`config.mk`:
```
export PLATFORM = sky130hd
export DESIGN_NAME = call_syntax_command_parser_core
export DESIGN_NICKNAME = d
export VERILOG_FILES = /design/src/rtl/csp_pkg.sv /design/src/rtl/csp_front.sv /design/src/rtl/csp_queue.sv /design/src/rtl/csp_back.sv /design/src/rtl/call_syntax_command_parser_core.sv
export VERILOG_INCLUDE_DIRS = /design/src /design/src/rtl
export SDC_FILE = /design/constraint.sdc
export NUM_CORES = 1
export LEC_CHECK = 0
export ABC_CLOCK_PERIOD_IN_PS = 3000
export BUFFER_PORTS_ARGS = -buffer_cell sky130_fd_sc_hd__buf_2
export CORE_MARGIN = 4
export CORE_UTILIZATION = 41
export CTS_CLUSTER_SIZE = 28
export DETAILED_ROUTE_END_ITERATION = 8
export GPL_ROUTABILITY_DRIVEN = 1
export PLACE_DENSITY = 0.62
export SLEW_MARGIN = 10
export SYNTH_ARGS = -nofsm -noshare
export SYNTH_HDL_FRONTEND = slang
export SYNTH_SLANG_ARGS = --single-unit
```
`constraint.sdc`:
```
create_clock -name clock -period 3 [get_ports clock]
set_input_delay 0.6 -clock clock [delete_from_list [all_inputs] [get_ports clock]]
set_output_delay 0.6 -clock clock [all_outputs]
set_load 0.005 [all_outputs]
```
`src/rtl/call_syntax_command_parser_core_defines.svh`:
```
// Shared assertion macros for the command parser core.
`ifndef CALL_SYNTAX_COMMAND_PARSER_CORE_DEFINES_SVH
`define CALL_SYNTAX_COMMAND_PARSER_CORE_DEFINES_SVH

// Same-cycle implication, checked outside reset.
`define CSP_ASSERT_IMPLY(label, clk, rst, ante, cons) \
   label: assert property (@(posedge clk) disable iff (rst) (ante) |-> (cons)) \
      else $error("csp: same-cycle check failed");

// Next-cycle implication, checked outside reset.
`define CSP_ASSERT_NEXT(label, clk, rst, ante, cons) \
   label: assert property (@(posedge clk) disable iff (rst) (ante) |=> (cons)) \
      else $error("csp: next-cycle check failed");

`endif

```
`src/rtl/csp_pkg.sv`:
```
package csp_pkg;

   localparam int unsigned QUEUE_DEPTH = 4;
   localparam int unsigned QPTR_W      = $clog2(QUEUE_DEPTH);
   localparam int unsigned QCNT_W      = $clog2(QUEUE_DEPTH + 1);

   localparam logic [7:0] CH_NUL    = 8'h00;
   localparam logic [7:0] CH_TAB    = 8'h09;
   localparam logic [7:0] CH_LF     = 8'h0A;
   localparam logic [7:0] CH_CR     = 8'h0D;
   localparam logic [7:0] CH_SPACE  = 8'h20;
   localparam logic [7:0] CH_QUOTE  = 8'h22;
   localparam logic [7:0] CH_LPAREN = 8'h28;
   localparam logic [7:0] CH_RPAREN = 8'h29;
   localparam logic [7:0] CH_COMMA  = 8'h2C;

   localparam logic [1:0] EV_NONE     = 2'd0;
   localparam logic [1:0] EV_COMPLETE = 2'd1;
   localparam logic [1:0] EV_FAILED   = 2'd2;

   localparam logic TGT_NAME = 1'b0;
   localparam logic TGT_ARG  = 1'b1;

   localparam int unsigned RSP_DATA_W = 32;

   // Classified request as it travels from the front end to the back end.
   typedef struct packed {
      logic [7:0] char_val;
      logic       is_nul;
      logic       is_lparen;
      logic       is_rparen;
      logic       is_comma;
      logic       is_quote;
      logic       is_blank;  // space or tab
      logic       is_ws;     // space, tab, CR or LF
   } cls_type;

endpackage

```
`src/rtl/csp_front.sv`:
```
module csp_front
   import csp_pkg::*;
(
   input  logic       req_tvalid,
   output logic       req_tready,
   input  logic [7:0] req_tdata,
   input  logic       queue_full,
   output logic       push,
   output cls_type    push_cls
);

   logic [7:0] c;

   assign c          = req_tdata;
   assign req_tready = !queue_full;
   assign push       = req_tvalid && !queue_full;

   always_comb begin
      push_cls.char_val  = c;
      push_cls.is_nul    = (c == CH_NUL);
      push_cls.is_lparen = (c == CH_LPAREN);
      push_cls.is_rparen = (c == CH_RPAREN);
      push_cls.is_comma  = (c == CH_COMMA);
      push_cls.is_quote  = (c == CH_QUOTE);
      push_cls.is_blank  = (c == CH_SPACE) || (c == CH_TAB);
      push_cls.is_ws     = (c == CH_SPACE) || (c == CH_TAB) || (c == CH_CR) || (c == CH_LF);
   end

endmodule

```
`src/rtl/csp_queue.sv`:
```
module csp_queue
   import csp_pkg::*;
(
   input  logic    clock,
   input  logic    reset,
   input  logic    push,
   input  cls_type push_cls,
   input  logic    pop,
   output logic    full,
   output logic    not_empty,
   output cls_type head_cls
);

   cls_type            mem_ff [QUEUE_DEPTH];
   logic [QPTR_W-1:0]  wr_ptr_ff, wr_ptr_in;
   logic [QPTR_W-1:0]  rd_ptr_ff, rd_ptr_in;
   logic [QCNT_W-1:0]  count_ff, count_in;
   logic               do_push, do_pop;

   assign full      = (count_ff == QCNT_W'(QUEUE_DEPTH));
   assign not_empty = (count_ff != '0);
   assign do_push   = push && !full;
   assign do_pop    = pop && not_empty;
   assign head_cls  = mem_ff[rd_ptr_ff];

   always_comb begin
      wr_ptr_in = do_push ? QPTR_W'(wr_ptr_ff + 1'b1) : wr_ptr_ff;
      rd_ptr_in = do_pop  ? QPTR_W'(rd_ptr_ff + 1'b1) : rd_ptr_ff;
      count_in  = count_ff;
      if (do_push && !do_pop) begin
         count_in = QCNT_W'(count_ff + 1'b1);
      end else if (do_pop && !do_push) begin
         count_in = QCNT_W'(count_ff - 1'b1);
      end
   end

   always_ff @(posedge clock) begin
      if (do_push) begin
         mem_ff[wr_ptr_ff] <= push_cls;
      end
   end

   always_ff @(posedge clock) begin
      if (reset) begin
         wr_ptr_ff <= '0;
         rd_ptr_ff <= '0;
         count_ff  <= '0;
      end else begin
         wr_ptr_ff <= wr_ptr_in;
         rd_ptr_ff <= rd_ptr_in;
         count_ff  <= count_in;
      end
   end

endmodule

```
`src/rtl/csp_back.sv`:
```
`include "call_syntax_command_parser_core_defines.svh"
module csp_back
   import csp_pkg::*;
#(
   parameter int unsigned FIELD_LEN = 32,
   parameter int unsigned ARG_LIMIT = 8
) (
   input  logic                  clock,
   input  logic                  reset,
   input  logic                  head_valid,
   input  cls_type               head_cls,
   output logic                  pop,
   output logic                  rsp_tvalid,
   input  logic                  rsp_tready,
   output logic [RSP_DATA_W-1:0] rsp_tdata
);

   localparam int unsigned OFF_W = $clog2(FIELD_LEN + 1);
   localparam int unsigned ARG_W = $clog2(ARG_LIMIT + 2);

   localparam logic [2:0] PH_COMMAND = 3'd0;
   localparam logic [2:0] PH_ARGS    = 3'd1;
   localparam logic [2:0] PH_STRING  = 3'd2;
   localparam logic [2:0] PH_ERROR   = 3'd3;
   localparam logic [2:0] PH_END     = 3'd4;

   logic [2:0]       phase_ff, phase_in;
   logic [OFF_W-1:0] offset_ff, offset_in;
   logic [ARG_W-1:0] arg_ff, arg_in;
   logic             fae_ff, fae_in;

   logic             rsp_valid_ff, rsp_valid_in;
   logic [24:0]      rsp_data_ff, rsp_data_in;

   logic             fire;
   logic [2:0]       ph;
   logic [OFF_W-1:0] off;
   logic [ARG_W:0]   arg_inc;
   logic             wv, wt;
   logic [3:0]       wslot;
   logic [4:0]       wpos;
   logic [7:0]       wch;
   logic [1:0]       ev;
   logic [3:0]       total;
   logic             fae_new;
   logic             rsp_has_event;
   logic             rsp_is_term;

   assign fire = head_valid && (!rsp_valid_ff || rsp_tready);
   assign pop  = fire;

   always_comb begin
      phase_in  = phase_ff;
      offset_in = offset_ff;
      arg_in    = arg_ff;
      wv        = 1'b0;
      wt        = TGT_NAME;
      wslot     = '0;
      wpos      = '0;
      wch       = '0;
      ev        = EV_NONE;
      total     = '0;
      arg_inc   = (ARG_W + 1)'(arg_ff) + 1'b1;
      fae_new   = fae_ff;
      ph        = phase_ff;
      off       = offset_ff;

      if (!head_cls.is_nul) begin
         // A full field turns this byte into an error-phase byte.
         if (offset_ff >= OFF_W'(FIELD_LEN)) begin
            ph  = PH_ERROR;
            off = '0;
         end
         phase_in  = ph;
         offset_in = off;

         unique case (ph)
            PH_COMMAND: begin
               wv    = 1'b1;
               wpos  = 5'(off);
               if (head_cls.is_lparen) begin
                  offset_in = '0;
                  arg_in    = '0;
                  phase_in  = PH_ARGS;
               end else begin
                  wch       = head_cls.char_val;
                  offset_in = OFF_W'(off + 1'b1);
               end
            end
            PH_ARGS: begin
               priority if (head_cls.is_comma) begin
                  wv        = 1'b1;
                  wt        = TGT_ARG;
                  wslot     = 4'(arg_ff);
                  wpos      = 5'(off);
                  offset_in = '0;
                  arg_in    = ARG_W'(arg_inc);
                  if (arg_inc > (ARG_W + 1)'(ARG_LIMIT)) begin
                     phase_in = PH_ERROR;
                  end
               end else if (head_cls.is_rparen) begin
                  wv        = 1'b1;
                  wt        = TGT_ARG;
                  wslot     = 4'(arg_ff);
                  wpos      = 5'(off);
                  offset_in = OFF_W'(off + 1'b1);
                  phase_in  = PH_END;
                  ev        = EV_COMPLETE;
               end else if (head_cls.is_quote) begin
                  phase_in = PH_STRING;
               end else if (!head_cls.is_blank) begin
                  wv        = 1'b1;
                  wt        = TGT_ARG;
                  wslot     = 4'(arg_ff);
                  wpos      = 5'(off);
                  wch       = head_cls.char_val;
                  offset_in = OFF_W'(off + 1'b1);
               end else begin
                  phase_in = ph;
               end
            end
            PH_STRING: begin
               if (head_cls.is_quote) begin
                  phase_in = PH_ARGS;
               end else begin
                  wv        = 1'b1;
                  wt        = TGT_ARG;
                  wslot     = 4'(arg_ff);
                  wpos      = 5'(off);
                  wch       = head_cls.char_val;
                  offset_in = OFF_W'(off + 1'b1);
               end
            end
            PH_ERROR: begin
               if (head_cls.is_rparen) begin
                  arg_in   = '0;
                  wv       = 1'b1;
                  phase_in = PH_END;
                  ev       = EV_FAILED;
               end
            end
            default: begin
               // End phase, and the unused codes behave the same.
               if (!head_cls.is_ws) begin
                  phase_in  = PH_COMMAND;
                  offset_in = OFF_W'(1);
                  wv        = 1'b1;
                  wch       = head_cls.char_val;
               end
            end
         endcase

         // Track whether slot 0 opened with a terminator; use the full slot
         // and offset, not the truncated response fields.
         if (wv && wt == TGT_ARG && arg_ff == '0 && off == '0) begin
            fae_new = (wch == 8'h00);
         end

         if (ev == EV_COMPLETE) begin
            arg_in = fae_new ? '0 : ARG_W'(arg_inc);
            total  = 4'(arg_in);
         end
      end

      fae_in = fae_new;
      rsp_data_in = {total, ev, wch, wpos, wslot, wt, wv};
      rsp_valid_in = fire ? 1'b1 : (rsp_valid_ff && !rsp_tready);
   end

   always_ff @(posedge clock) begin
      if (reset) begin
         phase_ff     <= PH_COMMAND;
         offset_ff    <= '0;
         arg_ff       <= '0;
         fae_ff       <= 1'b0;
         rsp_valid_ff <= 1'b0;
      end else begin
         rsp_valid_ff <= rsp_valid_in;
         if (fire) begin
            phase_ff  <= phase_in;
            offset_ff <= offset_in;
            arg_ff    <= arg_in;
            fae_ff    <= fae_in;
         end
      end
   end

   always_ff @(posedge clock) begin
      if (fire) begin
         rsp_data_ff <= rsp_data_in;
      end
   end

   assign rsp_tvalid = rsp_valid_ff;
   assign rsp_tdata  = {{(RSP_DATA_W - 25){1'b0}}, rsp_data_ff};

   assign rsp_has_event = rsp_valid_ff && (rsp_data_ff[20:19] != EV_NONE);
   assign rsp_is_term   = rsp_data_ff[0] && (rsp_data_ff[18:11] == 8'h00);

   `CSP_ASSERT_IMPLY(a_event_writes_term, clock, reset, rsp_has_event, rsp_is_term)
   `CSP_ASSERT_IMPLY(a_offset_bound, clock, reset, 1'b1, offset_ff <= OFF_W'(FIELD_LEN))
   `CSP_ASSERT_IMPLY(a_arg_bound, clock, reset, 1'b1, arg_ff <= ARG_W'(ARG_LIMIT + 1))
   `CSP_ASSERT_NEXT(a_event_ends, clock, reset, fire && ev != EV_NONE, phase_ff == PH_END)

endmodule

```
`src/rtl/call_syntax_command_parser_core.sv`:
```
// Channel     | Dir | Ports                     | Payload
// ------------+-----+---------------------------+----------------------------------------
// request     | in  | req_tvalid/tready/tdata   | one text byte
// response    | out | rsp_tvalid/tready/tdata   | buffer write, event, argument count
//
// Throughput is one byte per cycle while the response side is not stalled: the
// back end updates the parse state and loads the response register per request.
// With the queue empty, an accepted request is written into the queue and from
// there into the response register, whose valid flag drives rsp_tvalid.
// Reset is synchronous and active high; it empties the queue and returns the
// parser to the command phase with offset, slot and flags at zero.
// A stall on the response side holds the back end; the four-entry queue keeps
// absorbing requests until it fills, then req_tready drops.
module call_syntax_command_parser_core
   import csp_pkg::*;
#(
   parameter int unsigned FIELD_LEN = 32,
   parameter int unsigned ARG_LIMIT = 8
) (
   input  logic                  clock,
   input  logic                  reset,
   input  logic                  req_tvalid,
   output logic                  req_tready,
   input  logic [7:0]            req_tdata,  // [7:0] char_in
   output logic                  rsp_tvalid,
   input  logic                  rsp_tready,
   // [0] write_valid, [1] write_target, [5:2] write_slot, [10:6] write_pos,
   // [18:11] write_char, [20:19] event_res, [24:21] arg_total, rest zero
   output logic [RSP_DATA_W-1:0] rsp_tdata
);

   cls_type push_cls;
   cls_type head_cls;
   logic    push;
   logic    pop;
   logic    queue_full;
   logic    queue_not_empty;

   // Front end: accept and classify each byte.
   csp_front u_front (
      .req_tvalid (req_tvalid),
      .req_tready (req_tready),
      .req_tdata  (req_tdata),
      .queue_full (queue_full),
      .push       (push),
      .push_cls   (push_cls)
   );

   // Short queue decoupling the two sides.
   csp_queue u_queue (
      .clock     (clock),
      .reset     (reset),
      .push      (push),
      .push_cls  (push_cls),
      .pop       (pop),
      .full      (queue_full),
      .not_empty (queue_not_empty),
      .head_cls  (head_cls)
   );

   // Back end: advance the parse state and register the response.
   csp_back #(
      .FIELD_LEN (FIELD_LEN),
      .ARG_LIMIT (ARG_LIMIT)
   ) u_back (
      .clock      (clock),
      .reset      (reset),
      .head_valid (queue_not_empty),
      .head_cls   (head_cls),
      .pop        (pop),
      .rsp_tvalid (rsp_tvalid),
      .rsp_tready (rsp_tready),
      .rsp_tdata  (rsp_tdata)
   );

endmodule
```
# Yosys cells after proc, flatten, opt, wreduce, memory -nomap -nowiden

Memories as Yosys holds them, arrays and structs flattened. A register that Yosys moved wholly into a read port is not among the register bits.
Cells that the tools add are included.
W data, S select, Z words.

Register bits after elaboration: 47
RAM bits: 60
Input port bits: 12
Word-level logic and storage cells: 140
Memories: 1

Memories:

| memory         | depth | width | read ports | clocked after Yosys merged registers in | write ports | RTL line        | RTL |
|---|---|---|---|---|---|---|---|
| u_queue.mem_ff | 4     | 15    | 1          | 1                                       | 1           | csp_queue.sv:14 | `cls_type mem_ff [QUEUE_DEPTH];` |

Add/sub/neg operators: 6
Order comparisons: 2
Eq/ne operators: 16
Muxes and demuxes: 73
Bitwise logic cells: 2
Reduce and logical (&&, ||, !) cells: 30

Operator list:

| kind                  | number |
|---|---|
| $mux W8               | 8 |
| $mux W6               | 9 |
| $eq A8 B6 Y1 const B  | 5 |
| $mux W4               | 10 |
| $mux W3               | 12 |
| $pmux W8 S4           | 1 |
| $mux W5               | 5 |
| $eq A8 B4 Y1 const B  | 3 |
| $pmux W6 S4           | 1 |
| $logic_not A8 Y1      | 2 |
| $mux W1               | 15 |
| $pmux W5 S3           | 1 |
| $pmux W3 S4           | 1 |
| $pmux W4 S3           | 1 |
| $logic_and A1 B1 Y1   | 10 |
| $mux W2               | 5 |
| $ne A3 B2 Y1 const B  | 3 |
| $pmux W4 S2           | 1 |
| $add A6 B1 Y6 const B | 1 |
| $eq A3 B2 Y1 const B  | 2 |
| $ge A6 B6 Y1 const B  | 1 |
| $logic_not A6 Y1      | 1 |
| $reduce_and A6 Y1     | 1 |
| $add A4 B1 Y5 const B | 1 |
| other kinds (20)      | 29 |

# Depth between registers and ports, before layout

Gate-level depths: netlist of the first run.

Depth in word-level cells: 13
Gate-level depth with buffers: 10
Mapped depth without buffers: 9

# Hierarchy

A second synthesis of the first run with hierarchy kept.

Cells, all modules: 424
Area total of the unflattened synthesis: 5292.6 µm²

Modules (own cells, without submodules):

| module    | times used | cells an instance | area an instance (µm²) | seq. area each (µm²) |
|---|---|---|---|---|
| csp_queue | 1          | 126               | 2662.6                 | 1981.9 |
| csp_back  | 1          | 265               | 2396.0                 | 1051.0 |
| csp_front | 1          | 33                | 234.0                  | 0.0 |

# Least setup slack after synthesis of the first run

OpenSTA, ideal clock, no wires.

Kind: reg2reg
Start point: reg with a tool-made name
End point: reg u_back.rsp_data_ff[8] (data pin)
Setup time: 0.271 ns
Arrival: 2.100 ns
Slack: 0.629 ns
Stages on the path, launching flop included: 9
Buffers on the path: 2
Period minus slack after synthesis: 2.371 ns
Cells stage by stage: dfxtp_1 -> buf_4 -> buf_6 -> mux4_2 -> nor2_1 -> o22a_1 -> a21oi_1 -> o21ai_0 -> nor3b_1

RTL lines:

| element                | RTL line        | RTL |
|---|---|---|
| end signal: assignment | csp_back.sv:190 | `rsp_data_ff <= rsp_data_in;` |
| end: declaration       | csp_back.sv:33  | `logic [24:0] rsp_data_ff, rsp_data_in;` |

==> results of run 1 <==
==> cell type report <==
class,instances,area (sq um)
fill,1093,6296
sequential,109,3033
multi-input combinational,259,1867
timing repair buffer,54,310.3
clock buffer,10,229.0
tap,168,210.2
clock inverter,6,63.81
inverter,14,52.55
==> per-layer routing <==
metal	wire [um]	part of all wire, %	global-route usage, %	up-vias
met5	0	0	0	-
met4	299	3.0	8.255	0
met1	4342	43	18.70	1518
li1	-	-	-	1576
met2	4852	49	24.34	101
met3	495	5.0	2.991	23
==> final timing paths <==
check | from | endpoint | slack, ps | depth (start not counted)
max | register | u_back.rsp_data_ff[22]$_SDFFCE_PP0P_ | 320 | 8
min | req_tdata[4] | u_queue.mem_ff[3][11]$_DFFE_PP_ | 470 | 1
max reg2reg | register | u_back.rsp_data_ff[22]$_SDFFCE_PP0P_ | 320 | 8
min reg2reg | u_back.offset_ff[4]$_SDFFE_PP0P_ | u_back.offset_ff[4]$_SDFFE_PP0P_ | 520 | 2
==> placed cells by master, fill, tap and decap left out, types with 10 or more instances in the layout <==
cell type / synthesis / final
sky130_fd_sc_hd__buf_4: 8 / 16
sky130_fd_sc_hd__inv_1: 14 / 14
sky130_fd_sc_hd__nand2_1: 17 / 17
sky130_fd_sc_hd__mux4_2: 15 / 15
sky130_fd_sc_hd__and2_1: 16 / 16
sky130_fd_sc_hd__ha_1: 12 / 12
sky130_fd_sc_hd__dfxtp_1: 24 / 24
sky130_fd_sc_hd__a21oi_1: 20 / 20
sky130_fd_sc_hd__nor2_1: 38 / 38
sky130_fd_sc_hd__nand2b_1: 10 / 10
sky130_fd_sc_hd__edfxtp_1: 85 / 85
sky130_fd_sc_hd__nor3_1: 17 / 17
sky130_fd_sc_hd__buf_2: 4 / 38
==> state kept, by name, indices dropped and copies added (netlist names), named ones only <==
register / cells
u_back.rsp_tvalid: 1
u_back.rsp_data_ff: 25
u_back.phase_ff: 3
u_queue.mem_ff: 60
u_queue.count_ff: 3
u_back.fae_ff: 1
u_queue.wr_ptr_ff: 2
u_back.offset_ff: 6
u_back.arg_ff: 4
u_queue.rd_ptr_ff: 2
==> power breakdown <==
group	total (mW)	leakage, nW	internal, mW	switching, mW
logic	1.74	0.985	0.739	0.999
registers	2.12	0.974	2.01	0.118
clock network	1.16	0.140	0.587	0.569
total	5.02	2.10	3.33	1.69
==> per-stage QoR <==
| stage | setup WS (ps) | hold slack (ps) | power [mW] |
|---|---|---|---|
| floorplan | 628.7 | 471.9 | 3.312 |
| global placement | 339.7 | 490.3 | 3.892 |
| detailed placement | 320.7 | 510.1 | 3.905 |
| CTS | 280.8 | 453.6 | 5.067 |
| global route | 89.19 | 457.5 | 5.342 |
| finish | 324.0 | 465.8 | 5.017 |
==> worst reg2reg max path, cell delays in order, from the launching register on <==
cell and delay (ps):
sky130_fd_sc_hd__dfxtp_1 540, sky130_fd_sc_hd__buf_4 270, sky130_fd_sc_hd__mux4_2 540, sky130_fd_sc_hd__nor4_1 320, sky130_fd_sc_hd__nand2_1 150, sky130_fd_sc_hd__o2111ai_1 170
sky130_fd_sc_hd__and2_1 220, sky130_fd_sc_hd__nor3_2 60, sky130_fd_sc_hd__and2_1 170
==> cells by family (layout without fill, tap and decap cells) <==
kind of cell / after synthesis / count (layout) / synth area share, %
compound gates: 69 / 69 / 9.075
xor+xnor: 6 / 6 / 1.036
fa+ha+maj: 13 / 13 / 3.354
buf+inv: 39 / 84 / 3.872
flops: 109 / 109 / 59.78
mux: 19 / 19 / 7.472
other cells: 1 / 7 / 0.07391
simple gates: 145 / 145 / 15.34
==> summary by stage, run 1 <==
Floorplan
The total number of placement rows is 40. The initial utilization of the core area, before any placement, comes to a little over two fifths. The standard cell core area is about 12000 sq um. For this design the top-level I/O count stands at 46. The height of the die is 119.2 um. The die covers about 14000 sq um. The die outline width is between 100 and 150 um.

Clock network
The clock drives approximately 110 sinks. The post-CTS setup-driven buffer insertion count is 0. The tree is rooted in a sky130_fd_sc_hd__clkbuf_16.

The clock passes through at most 2 buffers. Buffers inserted to repair hold after CTS numbered 0. The clock network latency to the later pin of the worst-skew pair is around 360 ps. The CTS tree is done. Clock tree synthesis inserted a total of 9 buffers. The clock edge transition at the registers on the reported setup and hold paths is 70 ps. CTS built an H-tree with a depth of 3.

The number of cells upsized or downsized after cts is 0.

Synth
The number of distinct standard cells referenced by the synthesized netlist is slightly below 60. Counting flops and latches in the post-synthesis netlist gives 109. The mean area per synthesized cell is around 13 sq um. Counting flops with a built-in enable in the synthesized netlist gives between 80 and 90. The top-area cell type share of the netlist area is around half.

After synthesis the cells add up to 5074 sq um. The cell count after synthesis is between 400 and 500. The number of synthesis warnings is 0. The synthesized design spends more area on one cell type than any other, namely sky130_fd_sc_hd__edfxtp_1. In the post-synthesis netlist, the cell with the most instances is sky130_fd_sc_hd__edfxtp_1. Counting flops with an async set or reset pin after synthesis yields a share of 0%. By count the netlist is led by sky130_fd_sc_hd__edfxtp_1 (85), sky130_fd_sc_hd__nor2_1 (38), sky130_fd_sc_hd__dfxtp_1 (24). By area the synthesized netlist is led by sky130_fd_sc_hd__edfxtp_1 (50%), sky130_fd_sc_hd__dfxtp_1 (9.5%), sky130_fd_sc_hd__mux4_2 (6.7%). The most used flip-flop cell after synthesis is sky130_fd_sc_hd__edfxtp_1.

Of the synthesized area, sequential elements account for 59.78%.

Drt
The first-iteration detailed-routing DRC count is between 150 and 200. The final route contains ~3.2k vias. After detailed routing, the number of remaining DRC violations is 0. Before antenna repair, the detailed router went through 4 iterations. The average via count per standard cell is 5.190. The count of antenna-violating nets left after detailed routing is 0. The final layout contains routed wiring with a total length of ~10000 um.

In the final routed layout, each cell accounts on average for roughly 16 um.

Timing
Setup repair after global routing left no endpoint under its margin. Based on the critical path, the design can be clocked at up to approximately 370 MHz. The final hold violation count is 0. The total count of max-transition violations in the final report is 0.

The post-layout minimum cycle time is around 2700 ps. The relative slew slack is 44.70%. For the final routed database, the setup TNS stands at 0 ps. Between clock sinks in the finished design, the worst skew comes to 7.725 ps. The final critical path takes up about nine tenths of the cycle.

The actual slew at the worst max-slew pin is about 830 ps. The final number of setup-violating endpoints is 0.

Layout
The area of all placed cells without fillers is ~5800 sq um. The post-route netlist has about a fifth of its cells at a drive strength greater than 1. The layout overhead on the synthesized area is 13.64%.

The final layout contains between 400 and 500 nets. For this run, the number of standard cells in the final layout without fillers is 620. Cells fill between 40% and 50% of the core in the end.

The repair_antennas step left the layout with diodes totalling 0.

Worst setup path
Counting stages on the worst path, the most repeated cell is sky130_fd_sc_hd__and2_1. In this run the worst path has a maximum fanout of 7. The required time at the worst-slack endpoint is around 3100 ps.

The startpoint kind of the worst setup timing path is a register. The endpoint kind of the worst setup timing path is a register. The longest individual stage delay on the worst path is 540 ps. The critical path goes through buf_4 > mux4_2 > nor4_1 > nand2_1 > o2111ai_1 > and2_1 > nor3_2 > and2_1. Data on the critical path arrives at its endpoint at between 2000 and 3000 ps. Counting both buffers and inverters, the worst setup path holds a total of 1. The critical path start-end classification is register to register. On the critical path, the stage with the largest delay is an instance of sky130_fd_sc_hd__dfxtp_1.

Broken down by cell family, the worst path's largest delay share belongs to simple AND/OR/NAND/NOR gates.

Global route
The via count of the first global-routing pass is roughly 3.2k. The initial antenna violation count came to 0. The total routing resource utilization after global routing is between 10% and 20%.

The first-pass GRT wire length is 16570 um. The global route total overflow is 0. The maximum number of pins on one net before global-route repair is 27.

Power and ir drop
The maximum resistive drop on vdd is ~0.30 mV. Dividing total power by cell area gives a power density of 870.1 nW/um^2. The analysis attributes to cell leakage a power of between 2 and 2.5 nW.

Placement
Buffers placed on the I/O ports in this run total 38. The number of placed instances, taps included, is 604. The HPWL after detailed placement is roughly 7000 um. The post-place instance area is roughly 5500 sq um. Routability-driven placement finished with a final weighted congestion of roughly 0.9.

Min path
The class of the tightest hold or removal check is input pin to register.

Run
Across the run, the number of max-cap violations was 0.

Run status
The flow ran to the end, and the final reports show no timing, DRC or antenna violations.
No activity file was read; power rests on OpenSTA's default activity.
==> run 2, diff against run 1 <==
--- a/config.mk
+++ b/config.mk
@@ -10,6 +10,7 @@
 export BUFFER_PORTS_ARGS = -buffer_cell sky130_fd_sc_hd__buf_2
 export CORE_MARGIN = 4
 export CORE_UTILIZATION = 41
+export CTS_CLUSTER_DIAMETER = 120
 export CTS_CLUSTER_SIZE = 28
 export DETAILED_ROUTE_END_ITERATION = 8
 export GPL_ROUTABILITY_DRIVEN = 1
==> constraint.sdc (replaced) <==
create_clock -name clock -period 3 [get_ports clock]
set_input_delay 0.45 -clock clock [delete_from_list [all_inputs] [get_ports clock]]
set_output_delay 0.45 -clock clock [all_outputs]
set_load 0.005 [all_outputs]
==> run 2 against run 1 <==
  * Critical path depth decreased by 1
  * Power up 2.0%
  * Setup slack improved by 5.7 ps
  * Hold slack worse by 140 ps
  * Non-clock buffer count fell by 1
  * Count of clock-buffer cells in the layout shrank 1
  * Final cell count down 0.16%
  * Utilization grew 0.10 points
  * Register-to-register slack hardly changed
  * Critical path type unchanged
  * Highest routed layer unchanged
==> summary by stage, run 2 (synthesis gave the netlist of run 1 again) <==
Run status
The run finished with clean final reports.

Worst setup path
The worst setup path is captured at a register. The required time at the worst-slack endpoint is 3090 ps (-30 ps). STA classifies the critical path startpoint as a register. The critical path start-end classification is register to register. The largest fanout on the critical path came to 7 (unchanged).

The longest individual stage delay on the worst path is 570 ps (+30 ps). The master of the slowest instance on the critical path is sky130_fd_sc_hd__mux4_2. The arrival time of data at the critical path endpoint is 2760 ps (-30 ps).

The signal on the critical path passes through buf_4 > mux4_2 > nor2_1 > o22a_1 > a21oi_1 > o21ai_0 > nor3b_1.

Placement
The detailed-placement wirelength estimate is 6986 um (-0.24%). The number of buffer cells added on primary ports was 38 (unchanged). The total instance count after detailed placement came to 603 (-0.17%). The post-place instance area is 5465 sq um (-0.14%).

The global placement routability congestion is 0.8867 (-2.8%).

Floorplan
The initial core utilization was 42.06% (unchanged). The number of primary I/O pins is 46 (unchanged). The die footprint is 14220 sq um (unchanged). The standard cell core area is 12060 sq um (unchanged). The die outline width is 119.2 um (unchanged).

The total number of placement rows is 40 (unchanged). The height of the die is 119.2 um (unchanged).

Layout
The share of final-layout standard cells stronger than drive strength 1 is 20.62% (-0.18 points). The leading cell type in the layout, fill and taps excluded is sky130_fd_sc_hd__edfxtp_1. The area of all placed cells without fillers is 5778 sq um (+0.22%). The post-route non-filler standard cell count came to 619 (-0.16%). The antenna diode count came to 0 (unchanged). The net total in the final layout was 471 (-0.21%). From synthesis to final layout, the design area changed by 13.88%.

In the layout the commonest cells are sky130_fd_sc_hd__edfxtp_1 (85), sky130_fd_sc_hd__nor2_1 (38), sky130_fd_sc_hd__buf_2 (38). The number of flip-flops under the largest register name is 60 (unchanged). More flip-flops sit in one register than any other, and that register is u_queue.mem_ff. The largest registers in the layout are u_queue.mem_ff x60, u_back.rsp_data_ff x25, u_back.offset_ff x6.

Timing
The share of the clock period used by the worst path came to 89.01% (-0.19 points). The actual slew at the worst max-slew pin is 831.7 ps (+2.208 ps). The setup clock skew after layout came to 12.20 ps (+4.475 ps). Setup repair after global routing left no endpoint under its margin. The final number of setup-violating endpoints was 0 (unchanged). The maximum frequency from static timing analysis is 374.5 MHz (+0.21%). The relative slew slack was 44.55% (-0.15 points).

The total count of max-transition violations in the final report is 0 (unchanged). The accumulated negative setup slack came to 0 ps (unchanged). The final hold violation count is 0 (unchanged). The post-layout minimum cycle time came to 2670 ps (-5.664 ps).

Drt
The average via count per standard cell is 5.242 (+1.0%). The final wirelength is 10190 um (+2.0%). The routed wire length per instance is 16.46 um (+2.1%). The number of iterations in the first detailed-routing pass is 4 (unchanged). The first-iteration detailed-routing DRC count is 179 (+12%). The remaining routing DRC violations is 0 (unchanged). The via count of the routed design is 3245 (+0.84%). The count of antenna-violating nets left after detailed routing is 0 (unchanged).

Power and ir drop
The total power consumption of the routed design is 5.116 mW (+2.0%). The share of power burned in combinational logic is 33.9% (-0.7 points). The switching power summed over all nets is 1.710 mW (+1.4%). The maximum resistive drop on vdd is 0.3375 mV (+11%). The register share of total power is 41.5% (-0.8 points). The power per unit of standard cell area is 885.4 nW/um^2 (+1.8%). The relative contribution of the clock network to total power is 24.5% (+1.5 points). The leakage power is 2.107 nW (+0.40%). The internal portion of total power is 3.406 mW (+2.3%). The fraction of power spent switching nets came to 33.42% (-0.18 points).

Clock network
The total of hold buffers inserted after clock tree synthesis is 0 (unchanged). The number of cells upsized or downsized after cts is 0 (unchanged). The number of buffers inserted during clock tree synthesis came to 9 (unchanged). The post-CTS setup-driven buffer insertion count is 0 (unchanged). The CTS tree is done. The clock edge transition at the registers on the reported setup and hold paths is 80 ps (about the same). The clock network latency to the later pin of the worst-skew pair is 360 ps (about the same). The number of clock sinks was 109 (unchanged).

The count of H-tree levels built during CTS is 3 (unchanged). The largest buffer count on any clock path is 2 (unchanged). The clock root buffer is sky130_fd_sc_hd__clkbuf_16.

Global route
The global route total overflow was 0 (unchanged). The total routing resource utilization after global routing is 15.18% (+0.22 points). The via count of the first global-routing pass is 3252 (+0.28%).

The maximum number of pins on one net before global-route repair is 27 (unchanged). The initial antenna violation count is 0 (unchanged). The first-pass GRT wire length was 16790 um (+1.3%).

Run
The reported max-cap violation count came to 0 (unchanged).

Min path
The class of the tightest hold or removal check is input pin to register.
==> run 2: final timing paths <==
path / cells after the start / endpoint / slack (ps) / start
worst max-delay path: 7 / u_back.rsp_data_ff[8]$_SDFFCE_PP0P_ / 330 / register
worst min-delay path: 1 / u_queue.mem_ff[2][11]$_DFFE_PP_ / 330 / req_tdata[4]
worst max register to register: 7 / u_back.rsp_data_ff[8]$_SDFFCE_PP0P_ / 330 / register
worst min register to register: 2 / u_back.fae_ff$_SDFFE_PP0P_ / 520 / u_back.fae_ff$_SDFFE_PP0P_
==> run 2: final cells by class <==
| type | count | area (sq um) |
|---|---|---|
| fill | 1082 | 6284 |
| multi-input combinational | 259 | 1867 |
| sequential | 109 | 3033 |
| clock inverter | 7 | 87.58 |
| inverter | 14 | 52.55 |
| timing repair buffer | 53 | 302.8 |
| clock buffer | 9 | 225.2 |
| tap | 168 | 210.2 |
==> run 2: layer usage <==
metal | GRT usage (%) | part of all wire (%) | vias up
li1 | - | - | 1566
met1 | 18.79 | 43 | 1577
met2 | 25.01 | 49 | 84
met3 | 3.324 | 4.5 | 18
met4 | 7.676 | 2.9 | 0
met5 | 0 | 0 | -
==> run 2: through the flow <==
step,hold slack [ps],util (%),setup slack (ps)
after global placement,492.4,45.31,345.9
after global routing,322.0,47.90,95.84
final,325.3,47.90,329.7
after floorplan,471.9,-,628.7
after detailed placement,507.0,45.31,321.1
after CTS,308.8,47.90,307.0
==> run 2: worst max-delay path: cells and delay by family (launching register included) <==
kind | cells | cell delay (ps)
mux | 1 | 570
simple gates | 2 | 260
compound gates | 3 | 780
flops | 1 | 530
buf+inv | 1 | 270
==> run 2: power groups by stage <==
stage / clock network (mW) / registers [mW] / logic (mW)
after global routing: 1.34 / 2.16 / 1.93
after CTS: 1.29 / 2.13 / 1.75
final: 1.26 / 2.13 / 1.73
after detailed placement: 0 / 2.16 / 1.74
after floorplan: 0 / 2.15 / 1.16
after global placement: 0 / 2.16 / 1.73
==> run 3, diff against run 2 <==
--- a/config.mk
+++ b/config.mk
@@ -9,12 +9,13 @@
 export ABC_CLOCK_PERIOD_IN_PS = 3000
 export BUFFER_PORTS_ARGS = -buffer_cell sky130_fd_sc_hd__buf_2
 export CORE_MARGIN = 4
-export CORE_UTILIZATION = 41
+export CORE_UTILIZATION = 57
 export CTS_CLUSTER_DIAMETER = 120
 export CTS_CLUSTER_SIZE = 28
 export DETAILED_ROUTE_END_ITERATION = 8
-export GPL_ROUTABILITY_DRIVEN = 1
-export PLACE_DENSITY = 0.62
+export GPL_ROUTABILITY_DRIVEN = 0
+export PLACE_DENSITY = 0.8
+export RECOVER_POWER = 50
 export SLEW_MARGIN = 10
 export SYNTH_ARGS = -nofsm -noshare
 export SYNTH_HDL_FRONTEND = slang
==> run 3 against run 2 <==
  * Sequential share of layout area rose by 2.1 points
  * Via count rose by 0.83%
  * Setup slack improved by 35 ps
  * Critical path type unchanged
  * First-iteration DRC count fell by 8.9%
  * Register-to-register slack improved by 40 ps
  * Highest routed layer unchanged
==> summary by stage, run 3 (synthesis gave the netlist of run 1 again) <==
Global route
The total routing resource utilization after global routing was 19.84% (+4.7 points). The maximum number of pins on one net before global-route repair is 27 (unchanged). The initial antenna violation count is 0 (unchanged). The via count of the first global-routing pass came to 3167 (-2.6%). The first-pass GRT wire length is 15920 um (-5.2%). The global route total overflow is 0 (unchanged).

Timing
The final number of setup-violating endpoints is 0 (unchanged). The final hold violation count came to 0 (unchanged). The maximum frequency from static timing analysis came to 379.5 MHz (+1.3%). The post-layout minimum cycle time is 2635 ps (-35.20 ps). The relative slew slack is 48.02% (+3.5 points). The minimum setup slack in the final design is 364.9 ps (+35.20 ps).

The actual slew at the worst max-slew pin is 779.7 ps (-51.99 ps). The share of the clock period used by the worst path was 87.84% (-1.2 points). Setup repair after global routing left no endpoint under its margin.

The total count of max-transition violations in the final report is 0 (unchanged). The setup clock skew after layout is 12.70 ps (+0.5011 ps). The accumulated negative setup slack is 0 ps (unchanged).

Drt
The remaining routing DRC violations is 0 (unchanged). The via count of the routed design is 3272 (+0.83%). The final wirelength is 9662 um (-5.1%).

The first-iteration detailed-routing DRC count is 163 (-8.9%). The count of antenna-violating nets left after detailed routing was 0 (unchanged). The number of iterations in the first detailed-routing pass is 5 (+1). The routed wire length per instance is 17.47 um (+6.2%). The average via count per standard cell is 5.917 (+13%).

Run status
The run finished with clean final reports.

Clock network
The clock root buffer is sky130_fd_sc_hd__clkbuf_8. The number of clock sinks is 109 (unchanged). The clock edge transition at the registers on the reported setup and hold paths is 110 ps (+30 ps).

The total of hold buffers inserted after clock tree synthesis is 0 (unchanged). The count of H-tree levels built during CTS was 3 (unchanged). The largest buffer count on any clock path came to 2 (unchanged). The post-CTS setup-driven buffer insertion count is 0 (unchanged). The number of cells upsized or downsized after cts is 0 (unchanged). The clock network latency to the later pin of the worst-skew pair came to 380 ps (+20 ps). The number of buffers inserted during clock tree synthesis is 9 (unchanged). TritonCTS built the clock tree.

Placement
The post-placement worst setup slack is 409.2 ps (+88.05 ps). The detailed-placement wirelength estimate is 6856 um (-1.9%). The number of buffer cells added on primary ports was 38 (unchanged). The total instance count after detailed placement is 537 (-11%).

Layout
The leading cell type in the layout, fill and taps excluded is sky130_fd_sc_hd__edfxtp_1. The number of flip-flops under the largest register name was 60 (unchanged). The largest registers in the layout are u_queue.mem_ff x60, u_back.rsp_data_ff x25, u_back.offset_ff x6. The net total in the final layout is 465 (-1.3%). The post-route non-filler standard cell count came to 553 (-11%). In the layout the commonest cells are sky130_fd_sc_hd__edfxtp_1 (85), sky130_fd_sc_hd__nor2_1 (38), sky130_fd_sc_hd__dfxtp_1 (24). Counting flops per register, the top entry is u_queue.mem_ff.

The antenna diode count came to 0 (unchanged). The layout overhead on the synthesized area is 9.494%. The share of final-layout standard cells stronger than drive strength 1 is 14.83% (-5.8 points).

Power and ir drop
The fraction of power spent switching nets is 34.59% (+1.2 points). The total power consumption of the routed design is 4.764 mW (-6.9%). The maximum resistive drop on vdd is 0.4083 mV (+21%).

The relative contribution of the clock network to total power is 20.3% (-4.2 points). The share of power burned in combinational logic came to 35.0% (+1.1 points). The switching power summed over all nets came to 1.648 mW (-3.6%). The internal portion of total power is 3.116 mW (-8.5%).

The leakage power came to 1.973 nW (-6.4%). The power per unit of standard cell area is 857.6 nW/um^2 (-3.1%). The register share of total power was 44.7% (+3.2 points).

Worst setup path
The longest individual stage delay on the worst path is 700 ps (+130 ps). The worst setup path is launched from a register. The required time at the worst-slack endpoint is 3300 ps (+210 ps). The worst path buffer plus inverter count is 0 (-1). The startpoint identified for the worst register-to-register timing path is u_back.phase_ff[2]$_SDFFE_PP0P_. The largest fanout on the critical path is 13 (+6). The signal on the critical path passes through or4b_1 > or2_1 > o21ai_2 > a221o_2 > nand4_1 > or3b_1 > a21oi_1. The slowest stage of the critical path belongs to the cell sky130_fd_sc_hd__or4b_1.

The logic depth of the worst path, buffers included was 7 (unchanged). In this run the worst setup path begins at u_back.phase_ff[2]$_SDFFE_PP0P_. Grouping stages by cell kind, the critical path spends the most delay in simple AND/OR/NAND/NOR gates. The endpoint kind of the worst setup timing path is a register. The worst reg-to-reg path cell count is 7 (unchanged). The worst setup path is of the register to register kind. The arrival time of data at the critical path endpoint came to 2940 ps (+180 ps).

Floorplan
The die footprint is 10470 sq um (-26%). The number of primary I/O pins is 46 (unchanged). The die outline width is 102.3 um (-14%). The initial core utilization is 58.46% (+16 points).

The total number of placement rows is 34 (-15%). The standard cell core area is 8678 sq um (-28%). The height of the die is 102.3 um (-14%).

Run
The reported max-cap violation count is 0 (unchanged).

Min path
The depth of the worst hold-timing path came to 1 (unchanged). The start point of the worst hold path is req_tdata[4]. The class of the tightest hold or removal check is input pin to register.
## run 3: routing by layer
metal | share of wire [%] | up-vias | track usage, %
met5 | 0 | - | 0
met1 | 42 | 1571 | 25.93
met4 | 1.9 | 0 | 6.559
met3 | 6.1 | 13 | 4.232
met2 | 50 | 131 | 33.23
li1 | - | 1557 | -
## run 3: worst paths after layout
path,to,slack [ps]
setup reg to reg,u_back.offset_ff[5]$_SDFFE_PP0P_,360
hold reg to reg,u_queue.count_ff[2]$_SDFFE_PP0P_,520
setup / recovery,u_back.offset_ff[5]$_SDFFE_PP0P_,360
hold / removal,u_queue.mem_ff[2][11]$_DFFE_PP_,360
## run 3: power by group through the flow
stage	Clock, mW	Combinational [mW]	Sequential (mW)
detailed placement	0	1.69	2.17
finish	0.967	1.67	2.13
global placement	0	1.63	2.14
floorplan	0	1.16	2.15
CTS	0.984	1.70	2.13
global route	1.05	1.86	2.16
## run 3: layout make-up
type | instances | area, sq um
clock buffer | 10 | 137.6
clock inverter | 6 | 87.58
fill | 666 | 3123
inverter | 14 | 52.55
multi-input combinational | 259 | 1867
sequential | 109 | 3033
tap | 108 | 135.1
timing repair buffer | 47 | 242.7
## run 3: per-stage QoR
step	utilization [%]	hold slack, ps	area [sq um]
floorplan	-	471.9	5096
global placement	61.74	492.8	5358
detailed placement	61.74	506.2	5358
CTS	64.33	277.5	5583
global route	64.01	340.2	5555
finish	64.01	356.1	5555
